### src/rtl/core/pmgcd_pkg.sv
// ----------------------------------------------------------------------------
// pmgcd_pkg
// Types, register indexes and width-schedule helpers for the plus/minus GCD
// round counter.
// ----------------------------------------------------------------------------
package pmgcd_pkg;

  localparam int VALUE_BYTES_DEF = 32;
  localparam int NUM_W    = 320;
  localparam int WORD_W   = 64;
  localparam int ROUND_W  = 10;
  localparam int MARGIN_W = 6;
  localparam int CFG_W    = 10;
  localparam int CFG_IDX_W = 3;
  localparam logic [ROUND_W-1:0] ROUND_CAP = 10'd800;
  localparam logic [NUM_W-1:0] PRIME =
    {64'd0, 64'hFFFFFFFFFFFFFFFF, 64'hFFFFFFFFFFFFFFFF, 64'hFFFFFFFFFFFFFFFF,
     64'hFFFFFFFEFFFFFC2F};
  localparam logic [NUM_W-1:0] HALF_P1 =
    {64'd0, 64'h7FFFFFFFFFFFFFFF, 64'hFFFFFFFFFFFFFFFF, 64'hFFFFFFFFFFFFFFFF,
     64'hFFFFFFFF7FFFFE18};

  localparam logic [CFG_IDX_W-1:0] REG_MARGIN_ORIG = 3'd0;
  localparam logic [CFG_IDX_W-1:0] REG_MARGIN_CONS = 3'd1;
  localparam logic [CFG_IDX_W-1:0] REG_LIMIT_ORIG  = 3'd2;
  localparam logic [CFG_IDX_W-1:0] REG_LIMIT_CONS  = 3'd3;
  localparam logic [CFG_IDX_W-1:0] REG_MAX_ROUNDS  = 3'd4;

  typedef struct packed {
    logic [WORD_W-1:0] value_word;
    logic              last_word;
  } in_item_t;

  typedef struct packed {
    logic               status;
    logic [ROUND_W-1:0] round_count;
    logic               miss_original;
    logic               miss_conservative;
  } out_item_t;

  typedef struct packed {
    logic load;
    logic step;
  } dp_cmd_t;

  typedef struct packed {
    logic bad;
    logic done;
  } dp_sts_t;

  // width schedule, clamped to 8..259; q/100 by reciprocal multiply (exact for q < 20000)
  function automatic logic [8:0] sched(input logic [ROUND_W-1:0] k,
                                       input logic [MARGIN_W-1:0] m);
    logic signed [13:0] w;
    logic [16:0] q;
    logic [27:0] qr;
    if (k < 10'd40) begin
      q = 17'(k) * 17'd17;
    end else if (k < 10'd304) begin
      q = 17'(k - 10'd40) * 17'd33;
    end else begin
      q = 17'(k - 10'd304) * 17'd40;
    end
    qr = 28'(q) * 28'd5243;
    if (k < 10'd40) begin
      w = 14'sd256 + 14'($unsigned(m)) - 14'(qr[27:19]);
    end else if (k < 10'd304) begin
      w = 14'sd250 + 14'($unsigned(m)) - 14'(qr[27:19]);
    end else begin
      w = 14'sd163 + 14'($unsigned(m)) - 14'(qr[27:19]);
    end
    if (w < 14'sd8) w = 14'sd8;
    if (w > 14'sd259) w = 14'sd259;
    return 9'(w);
  endfunction

  // x fits signed width w: bits w-1 and up all equal the sign
  function automatic logic fits(input logic [NUM_W-1:0] x, input logic [8:0] w);
    logic [NUM_W-1:0] ext;
    logic [NUM_W-1:0] mask;
    ext  = {NUM_W{x[NUM_W-1]}};
    mask = {NUM_W{1'b1}} << (w - 9'd1);
    return ((x ^ ext) & mask) == '0;
  endfunction

  function automatic logic mag_one(input logic [NUM_W-1:0] x);
    return (x == NUM_W'(1)) || (x == {NUM_W{1'b1}});
  endfunction

endpackage

### src/rtl/core/pmgcd_ctrl.sv
// ----------------------------------------------------------------------------
// pmgcd_ctrl
// Controller: sequences loading, rounds and the result strobe.
// ----------------------------------------------------------------------------
module pmgcd_ctrl import pmgcd_pkg::*; (
  input  logic    clk,
  input  logic    rst_n,
  input  logic    go,
  input  dp_sts_t sts,
  output dp_cmd_t cmd,
  output logic    busy,
  output logic    finish
);

  typedef enum logic [2:0] {
    S_IDLE = 3'b001,
    S_RUN  = 3'b010,
    S_DONE = 3'b100
  } state_t;

  state_t state_r, state_nxt;

  always_comb begin
    state_nxt = state_r;
    cmd = '0;
    finish = 1'b0;
    case (state_r)
      S_IDLE: begin
        if (go) begin
          cmd.load = 1'b1;
          state_nxt = S_RUN;
        end
      end
      S_RUN: begin
        if (sts.bad || sts.done) begin
          state_nxt = S_DONE;
        end else begin
          cmd.step = 1'b1;
        end
      end
      S_DONE: begin
        finish = 1'b1;
        state_nxt = S_IDLE;
      end
      default: state_nxt = S_IDLE;
    endcase
  end

  assign busy = (state_r != S_IDLE);

  always_ff @(posedge clk) begin
    if (!rst_n) begin
      state_r <= S_IDLE;
    end else begin
      state_r <= state_nxt;
    end
  end

`ifndef SYNTHESIS
  a_onehot: assert property (@(posedge clk) disable iff (!rst_n) $onehot(state_r))
    else $error("state not one-hot");
  a_done_idle: assert property (@(posedge clk) disable iff (!rst_n)
    finish |=> state_r == S_IDLE) else $error("no return to idle");
  a_load_run: assert property (@(posedge clk) disable iff (!rst_n)
    cmd.load |=> state_r == S_RUN) else $error("load without run");
`endif

endmodule

### config.mk
export PLATFORM = sky130hd
export DESIGN_NAME = pmgcd_ctrl
export DESIGN_NICKNAME = d
export VERILOG_FILES = /design/src/rtl/core/pmgcd_pkg.sv /design/src/rtl/core/pmgcd_ctrl.sv
export SDC_FILE = /design/constraint.sdc
export NUM_CORES = 1
export LEC_CHECK = 0
export ABC_AREA = 0
export CAP_MARGIN = 5
export CORE_AREA = 4 4 41 43
export DETAILED_ROUTE_END_ITERATION = 8
export DIE_AREA = 0 0 45 47
export DONT_BUFFER_PORTS = 1
export PLACE_DENSITY = 0.32
export SLEW_MARGIN = 20
export SYNTH_ARGS = -nofsm -noshare
export SYNTH_HDL_FRONTEND = slang
export SYNTH_SLANG_ARGS = --single-unit
export TNS_END_PERCENT = 10
### constraint.sdc
create_clock -name clk -period 2.6 [get_ports clk]
set_clock_uncertainty 0.1 [all_clocks]
set_input_delay 0.26 -clock clk [delete_from_list [all_inputs] [get_ports clk]]
set_output_delay 0.26 -clock clk [all_outputs]
set_load 0.03 [all_outputs]
==> impl_summary.md <==
Timing
After layout, the worst setup slack is 746 ps. The total negative slack is 0 ps. Setup repair after global routing left no endpoint under its margin.

Hold is met by 77.2 ps. Of the available clock period, the critical path in the final layout requires a little under three quarters. At the pin with the least slew margin, the transition time is 783 ps.

Setup violations remaining at the end of the flow were counted as 0. The highest clock rate is 539 MHz. The clock period minus final worst setup slack is 1850 ps. The count of final max-slew check failures is 0.

In this run the tightest slew margin relative to its limit is 47.7%. The count of final hold-check violations is 0.

Detailed routing
For this run, the detailed router's first-pass iteration total came to 1. After detailed routing, the number of remaining DRC violations is 0. The wire length after detailed routing is 374 um. The number of violations reported at the end of detailed-routing iteration 0 is 0. The detail route stage leaves a number of antenna-violating nets equal to 0. The overall via count from detail_route is 137.

The via count normalized by instance count is slightly below 4. The post-detailed-route wirelength per cell is 10.7 um.

Global routing
The via count of the first global-routing pass is 155. The first global-routing pass estimated 676 um of wire. The number of antenna violations at the first check in global routing came to 0. Entering global routing, the biggest net connects 8 pins. Global routing consumed, over all layers together, 4.89% of the routing resources.

The remaining global-route overflow is 0.

Floorplanning
The floorplan step defined a die boundary enclosing 2120 um^2. The cell row count is 13. From bottom edge to top edge, the die measures 47 um.

The initial standard-cell utilization of the core is 13.4%. The die extent in x is roughly 45 um. The top-level port count is 9. The core footprint is between 1000 and 1500 um^2.

Power and ir drop
Power spread over the standard cell area amounts to roughly 670 nW/um^2. The static leakage power is approximately 0.086 nW. The overall power after layout is ~0.15 mW. The worst IR drop on VDD is 0.000349 V.

Finish
The utilization after layout is 17.4%. The number of antenna diodes in the final layout is 0. Leaving out fill and tap cells, the most frequent cells in the layout are 3 x clkbuf_4, 3 x dfxtp_1. The layout filler cell count is 151. The largest registers in the layout are state_r (3).

The number of flip-flops under the largest register name is 3. The area growth from synthesis to final layout is 30.2%. The multi-input gate area in the final layout is 114 um^2. The post-route netlist has 40.0% of its cells at a drive strength greater than 1.

The final non-filler cell area is 226 um^2. The sequential cells in the finished layout cover a total of about 60 um^2. Counting flops per register, the top entry is state_r. The post-layout net count is 26. The post-route non-filler standard cell count is 35.

Logic synthesis
The count of distinct cell types in the synthesized netlist is 13. The fraction of the mapped netlist area in compound gates is 13.7%. The synthesized cell area is 174 um^2.

The largest family of logic cells by synthesized area is simple AND/OR/NAND/NOR gates. Of the total synthesized cell area, the portion taken by full adders, half adders and majority gates is 0%. The portion of the post-synthesis area used by sequential elements is between 30 and 40%.

In this run the mean area of a mapped cell was ~12 um^2. The number of warnings reported in the yosys synthesis log is 0. When the netlist entered floorplanning its net count stood at 20. The post-synthesis share of cell area spent on xor and xnor gates is 0%.

After synthesis the netlist holds a flip-flop and latch count of 3. Counting every instance in the synthesized netlist gives 15. The synthesized netlist devotes between 50% and 60% of its cell area to simple gates.

Of the post-synthesis cell area, the part taken by muxes is 0%.

Placed design
The placed instance area is 200 um^2. The post-place setup slack is between 900 and 1000 ps. The routability congestion estimate is around 0.52. Port buffering added 0 buffers. The cell count after placement is 31.

Critical path
The library cell contributing the largest single delay on the critical path is nor4b_2. The critical path data required time is around 2200 ps. STA classifies the critical path startpoint as a flop.

Grouping stages by cell kind, the critical path spends the most delay in simple AND/OR/NAND/NOR gates. In this run the critical register-to-register path is captured at state_r[1]. Walking the worst path, the cells encountered are and2b_4, nor4b_2. The peak per-stage delay on the critical path is about 630 ps.

The number of buffers and inverters on the critical path is 0. The reg-to-reg critical path startpoint is state_r[0]. STA puts the critical path data arrival time at 1490 ps.

The worst setup path is captured at a primary output. The depth of the worst register-to-register path is 2. Along the worst path, the maximum fanout reaches 5.

The setup check on the worst reg-to-reg path leaves a slack of around 1300 ps. The type of the setup path with the least slack is flop to primary output.

Clock network
The number of buffers inserted by post-CTS setup repair is 0. Hold repair after CTS inserted 0 buffers. Clock-pin slew was measured on the worst setup and hold paths at 30 ps. The clock buffer count from CTS is 3.

The number of gates resized after CTS was 0. TritonCTS built the clock tree. Clock tree synthesis found a total of 3 sinks.

The buffer levels on the longest clock path is 2. The later pin in the worst-skew pair is clocked with a latency of 220 ps. The H-tree depth is 1. The cell at the root of the clock tree is clkbuf_4.

Hold path
The critical hold path startpoint is rst_n. The tightest min-delay check is of the primary input to flop type. Counting instances, the worst hold path has a depth of 1. The worst min-delay path endpoint is state_r[1].

Status
The run finished with clean final reports.

Run
Across the run, the number of max-cap violations was 0.
## cells in the mapped netlist
cell type,n,share of area [%]
nor4b_2,1,8.6
o311a_1,1,5.8
and3b_2,1,5.8
nor3b_1,1,4.3
dfxtp_1,3,35
nor2_1,1,2.2
o21ai_1,1,2.9
nor4b_1,1,5.0
nor2b_1,1,3.6
a22o_1,1,5.0
and2b_4,1,5.8
nor4bb_4,1,14
nand2_1,1,2.2
## layer usage
layer | part of all wire (%) | GRT usage, % | vias to the layer above
met5 | 0 | 0 | -
met4 | 0 | 1.75 | 0
met3 | 17 | 5.36 | 0
met2 | 27 | 4.80 | 9
met1 | 55 | 6.35 | 57
li1 | - | - | 71
## power breakdown
| part | internal, mW | switching (mW) | total [mW] |
|---|---|---|---|
| clock | 0.0573 | 0.0210 | 0.0783 |
| sequential | 0.0488 | 0.00371 | 0.0525 |
| combinational | 0.00908 | 0.0115 | 0.0206 |
## worst register-to-register path, delay by kind of cell, from the launching register on
family	cells	cell delay, ps
compound gates	1	230
simple gates	1	590
flops	1	380
## final cells by class
cell class	count	area share (%)
tap	15	8.29
timing repair buffer	1	3.31
multi-input combinational	12	50.3
sequential	3	26.5
clock buffer	4	11.6
## logic make-up after synthesis
family / count (synthesis)
AOI/OAI and AO/OA: 3
and+or+nand+nor: 9
DFF: 3
## worst max-delay path by stage
stage	startpoint	slack (ps)	endpoint	cells past startpoint
5_1_grt	state_r[1]	660	cmd[0]	2
6_report	state_r[1]	750	cmd[0]	2
2_1_floorplan	state_r[2]	1020	finish	1
3_3_place_gp	state_r[1]	1000	cmd[0]	2
4_1_cts	state_r[1]	730	cmd[0]	2
3_5_place_dp	state_r[1]	980	cmd[0]	2
Power figures use the tool's default switching activity.
